--- src/rtl/ugc_pkg.sv ---
// shared types, constants and helpers for the used-glyph collector
// no dependencies; used by ugc_decode and the collector core

package ugc_pkg;

  // default code space and presence map row geometry
  localparam int CODE_SPACE_DEF = 65536;
  localparam int MAP_WORD       = 32;
  localparam int MAP_OFS_W      = 5;

  // request opcodes
  localparam logic [1:0] OP_FEED    = 2'd0;
  localparam logic [1:0] OP_FETCH   = 2'd1;
  localparam logic [1:0] OP_RESTART = 2'd2;

  typedef struct packed {
    logic [1:0] opcode;
    logic [7:0] byte_value;
  } in_req_t;

  typedef struct packed {
    logic [15:0] code_point;
    logic        found;
  } out_res_t;

  // completed code point from the decoder
  typedef struct packed {
    logic        vld;
    logic [15:0] cp;
  } mark_t;

  // index of the lowest set bit of one map row
  function automatic logic [MAP_OFS_W-1:0] lowest_bit(input logic [MAP_WORD-1:0] w);
    logic [MAP_OFS_W-1:0] idx;
    idx = '0;
    for (int i = MAP_WORD - 1; i >= 0; i--) begin
      if (w[i]) idx = MAP_OFS_W'(i);
    end
    return idx;
  endfunction

endpackage

--- src/rtl/ugc_decode.sv ---
// utf-8 byte decoder: lead classification, continuation gathering, halt on stray continuation
// depends on ugc_pkg

module ugc_decode (
  input  logic          clk,
  input  logic          rst_n,
  input  logic          feed,
  input  logic [7:0]    byte_in,
  output ugc_pkg::mark_t mark
);

  logic [1:0]  rem_r, rem_nxt;
  logic [2:0]  len_r, len_nxt;
  logic [15:0] pc_r, pc_nxt;
  logic        halt_r, halt_nxt;
  logic [15:0] pc_cat;
  logic [1:0]  rem_dec;

  assign pc_cat  = {pc_r[9:0], byte_in[5:0]};
  assign rem_dec = rem_r - 2'd1;

  always_comb begin
    rem_nxt  = rem_r;
    len_nxt  = len_r;
    pc_nxt   = pc_r;
    halt_nxt = halt_r;
    mark     = '0;
    if (feed) begin
      priority if (byte_in == 8'h00) begin
        rem_nxt  = '0;
        len_nxt  = '0;
        pc_nxt   = '0;
        halt_nxt = 1'b0;
      end else if (halt_r) begin
        halt_nxt = 1'b1;
      end else if (rem_r != 2'd0) begin
        // continuation byte, top bits not checked
        pc_nxt  = pc_cat;
        rem_nxt = rem_dec;
        if (rem_dec == 2'd0) begin
          mark.vld = (len_r <= 3'd3);
          mark.cp  = pc_cat;
          rem_nxt  = '0;
          len_nxt  = '0;
          pc_nxt   = '0;
        end
      end else if (byte_in[7:4] == 4'hF) begin
        len_nxt = 3'd4;
        rem_nxt = 2'd3;
        pc_nxt  = '0;
      end else if (byte_in[7:5] == 3'b111) begin
        len_nxt = 3'd3;
        rem_nxt = 2'd2;
        pc_nxt  = {12'd0, byte_in[3:0]};
      end else if (byte_in[7:6] == 2'b11) begin
        len_nxt = 3'd2;
        rem_nxt = 2'd1;
        pc_nxt  = {11'd0, byte_in[4:0]};
      end else if (!byte_in[7]) begin
        mark.vld = 1'b1;
        mark.cp  = {8'd0, byte_in};
        rem_nxt  = '0;
        len_nxt  = '0;
        pc_nxt   = '0;
      end else begin
        // stray continuation in lead position
        halt_nxt = 1'b1;
        rem_nxt  = '0;
        len_nxt  = '0;
        pc_nxt   = '0;
      end
    end
  end

  always_ff @(posedge clk) begin
    if (!rst_n) begin
      rem_r  <= '0;
      len_r  <= '0;
      pc_r   <= '0;
      halt_r <= 1'b0;
    end else begin
      rem_r  <= rem_nxt;
      len_r  <= len_nxt;
      pc_r   <= pc_nxt;
      halt_r <= halt_nxt;
    end
  end

endmodule

--- config.mk ---
export PLATFORM = sky130hd
export DESIGN_NAME = ugc_decode
export DESIGN_NICKNAME = d
export VERILOG_FILES = /design/src/rtl/ugc_pkg.sv /design/src/rtl/ugc_decode.sv
export SDC_FILE = /design/constraint.sdc
export NUM_CORES = 1
export LEC_CHECK = 0
export BUFFER_PORTS_ARGS = -buffer_cell sky130_fd_sc_hd__buf_2
export CORE_ASPECT_RATIO = 1.25
export CORE_MARGIN = 3
export CORE_UTILIZATION = 53
export DETAILED_ROUTE_END_ITERATION = 7
export GPL_TIMING_DRIVEN = 0
export HOLD_SLACK_MARGIN = 0.03
export PLACE_DENSITY = 0.88
export SYNTH_ARGS = -nofsm -noshare
export SYNTH_HDL_FRONTEND = slang
export SYNTH_SLANG_ARGS = --single-unit
--- constraint.sdc ---
create_clock -name clk -period 4 [get_ports clk]
set_clock_uncertainty 0.2 [all_clocks]
set_input_delay 0.4 -clock clk [delete_from_list [all_inputs] [get_ports clk]]
set_output_delay 0.4 -clock clk [all_outputs]
set_load 0.005 [all_outputs]
* Word-level counts from Yosys, hierarchy flattened
Cells that the tools add are included.
** Cells by class
- Add/sub/neg operators :: 1
- $lt $le $gt $ge :: 1
- Eq/ne operators :: 5
- Reductions and logical operators :: 5
- Muxes and demuxes :: 37
** Operators with widths (count)
- 2-to-1 mux 17 bit :: 9
- 2-to-1 mux 10 bit :: 4
- 2-to-1 mux 2 bit :: 8
- 2-to-1 mux 3 bit :: 5
- 2-to-1 mux 5 bit :: 3
- zero test 8 bit :: 1
- 2-to-1 mux 1 bit :: 8
- == test 4 bit, second input constant :: 1
- == test 3 bit, second input constant :: 1
- <= comparator 3 x 2 -> 1 bit, second input constant :: 1
- != test 3 x 2 -> 1 bit, second input constant :: 1
- AND reduction 3 bit :: 1
- == test 2 bit, second input constant :: 1
- zero test 2 bit :: 1
- != test 2 x 1 -> 1 bit, second input constant :: 1
- AND reduction 2 bit :: 1
- nonzero test 2 bit :: 1
- subtractor 2 x 1 -> 2 bit, second input constant :: 1
** Storage, ports and cells
- Register bits :: 16
- Word-level logic and storage cells :: 53
- Bits of input ports :: 11
- Output and inout port bits :: 17

* Depth between registers and ports, before layout
- Word-level depth :: 8
- Mapped depth :: 7
- Depth with buffers taken out :: 6

* Worst setup path before layout
OpenSTA, ideal clock, no wires.
- Path type :: in2out
- From :: input byte_in[5]
- To :: output mark[10] (netlist bit)
- Path buffers :: 1
- Required time :: 3400 ps
- Stages on the path :: 5
- Arrival :: 1573 ps
- Setup slack :: 1827 ps
- Cells stage by stage :: buf_6 or4_4 o21ai_2 nor3b_1 and2_1
** RTL lines
- start, declared :: RTL line ugc_decode.sv:8 : input logic [7:0] byte_in,
- end, declared :: RTL line ugc_decode.sv:9 : output ugc_pkg::mark_t mark

==> metrics.yaml <==
status: "finished clean"
fin_nets: 152
grt_max_degree: 11
setup_viol: 0
clkSlewWorstSetupHoldPaths_ns: 0.09
synthDistinctLibCells: 37
path_cells: "inv_1 > ha_1 > buf_2 > nor2_1 > a211oi_1 > and2_1 > buf_2"
rsz0062_at_grt: "false"
cp_slowest_cell: "a211oi_1"
die_width_um: 43.0
crit_top_cell: "buf_2"
hpwl_mm: 1.62
hold_viol: 0
synth_edf_count: 0
yosysMostFrequentCell: "nand2_1"
crit_arrival_ns: 2.15
gp_congestion: 0.910
ant_nets: 0
required_ns: 3.40
holdWs_ns: 0.163
cts_made_buffers: 3
row_count: 16
grt_antenna_before_repair: 0
syn_inst: 110
cpPeakStageDelay_ns: 0.58
cts_buffer_depth: 2
ir_drop_mv: 0.169
cts_hold_buf: 0
ys_seq_elements: 14
wl_per_cell_um: 14.5
synth_ff_type: "dfxtp_1"
cp_max_fo: 10
dr_total_vias: 908
drc: 0
die_h_um: 52.2
p_per_area_nw_per_um2: 310
drt-initial-drc-count: 32
dieArea_um2: 2240
drive_above_1_share: 0.275
first_pass_iters: 4
grt-ovfl-total: 0
yosys-top-cells-count: "nand2_1 (18), and2_1 (17), dfxtp_1 (14), mux2i_1 (8), nor2_1 (5)"
postCtsSetupBuffers: 0
htreeDepth: 1
synth_area_leaders: "dfxtp_1 (31%), and2_1 (12%), mux2i_1 (8.9%)"
finalSetupTns_ns: 0
p_leak_nw: 0.491
via_per_inst: 5.82
crit_path_end_kind: "output port"
core_area_um2: 1580
min-delay-path-class: "primary input to flip-flop"
clockRootBuffer: "clkbuf_4"
grt_pass1_vias: 881
route.final.wire_length_mm: 2.26
post_cts_resized: 0
finalCriticalPeriod_ns: 2.75
ys_seq_area_frac: 0.310
cts_tree: "yes"
synth.cell_area_um2: 905
start_util: 0.572
max-slew-margin-rel: 0.472
grt_use_total: 0.222
yosysWarnings: 0
fillers: 136
synth_largest_area_cell: "dfxtp_1"
synth_fp_nets: 123
min_period_over_period: 0.687
slew_violations: 0
ys_async_sr_fraction: 0
worstMarginPinSlew_ns: 0.791
diodes: 0
criticalPathCategory: "flip-flop to output port"
syn_avg_cell_area_um2: 8.22
clk_latency_ns: 0.30
grt_pass1_wl_mm: 3.73
clkSinkCount: 14
fmax_mhz: 364
start_kind: "flip-flop"
io_buffers: 24
num_io_pins: 28
netlist.area_leader.share: 0.310
drv_cap: 0
syn2layout_area_growth_pct: 19.8
path summary, 6_finish.rpt:
kind | start | end | slack [ns] | cells after the start
worst max-delay path | rem_r[0]$_SDFFE_PN0P_ | mark[0] | 1.25 | 7
worst min-delay path | byte_in[2] | pc_r[2]$_SDFFE_PN0P_ | 0.16 | 3
worst max register to register | rem_r[1]$_SDFFE_PN0P_ | pc_r[8]$_SDFFE_PN0P_ | 1.92 | 6
worst min register to register | pc_r[7]$_SDFFE_PN0P_ | pc_r[7]$_SDFFE_PN0P_ | 0.26 | 2
cell usage in the layout, fill, tap and decap left out, drive strengths merged:
master / netlist / routed
o221a: 1 / 1
nand3b: 2 / 2
nor4: 2 / 2
or2: 1 / 1
a21oi: 1 / 1
a31oi: 1 / 1
nand3: 2 / 2
nand4: 2 / 2
and4b: 1 / 1
and2: 17 / 17
or4: 2 / 2
nor2b: 2 / 2
dfxtp: 14 / 14
a211oi: 3 / 3
o32ai: 1 / 1
o21ai: 5 / 5
nor3: 1 / 1
o22ai: 1 / 1
buf: 3 / 27
inv: 4 / 4
clkbuf: 2 / 6
mux2i: 8 / 8
ha: 2 / 2
nand2b: 1 / 1
nor2: 5 / 5
o211a: 1 / 1
nand2: 20 / 20
a2bb2oi: 1 / 1
nor3b: 1 / 1
a31o: 1 / 1
a21boi: 2 / 2
kinds of logic after synthesis:
kind of cell | share of synthesized area
DFF | 0.310
adders and majority gates | 0.0277
buffers and inverters | 0.0484
muxes | 0.0885
AOI/OAI and AO/OA | 0.165
and+or+nand+nor | 0.361
sequential cells by signal, indices dropped and copies added, names as in the netlist:
name and count:
len_r 1, halt_r 1, rem_r 2, pc_r 10
per-stage QoR:
stage               area, um2  worst slack, ns  utilization  cells  power (mW)
finish                   1080             1.25        0.685    156       0.336
global route             1080             1.02        0.685    156       0.349
CTS                      1080             1.28        0.685    156       0.330
detailed placement       1050             1.45        0.662    152       0.226
global placement         1050             1.46        0.662    152       0.225
floorplan                 905             1.83            -    110       0.203
report_power, final:
group,internal (mW),total [mW],leakage (nW),switching (mW)
registers,0.145,0.148,0.113,0.00373
logic,0.0323,0.0771,0.356,0.0448
clock network,0.0557,0.111,0.0210,0.0553
cell type report:
cell class	instances	area, um2	share of cell area
clock buffers	4	36.3	0.0335
plain buffers	5	28.8	0.0266
well taps	18	22.5	0.0208
multi-input cells	87	581	0.536
repair buffers	24	120	0.111
inverters	4	15.0	0.0139
flip-flops and latches	14	280	0.259
per-layer routing:
metal  global-route usage  share of wire  up-vias
met3               0.0412          0.058        8
li1                     -              -      441
met5                    0              0        -
met4                0.121          0.021        0
met1                0.249           0.40      423
met2                0.390           0.52       36
critical path: cells and delay by family, from the launching register on:
kind	cells	cell delay, ns
flops	1	0.34
compound gates	1	0.58
simple gates	2	0.35
buf+inv	3	0.42
fa+ha+maj	1	0.15
Note: power is estimated with default switching activity, not from simulation.
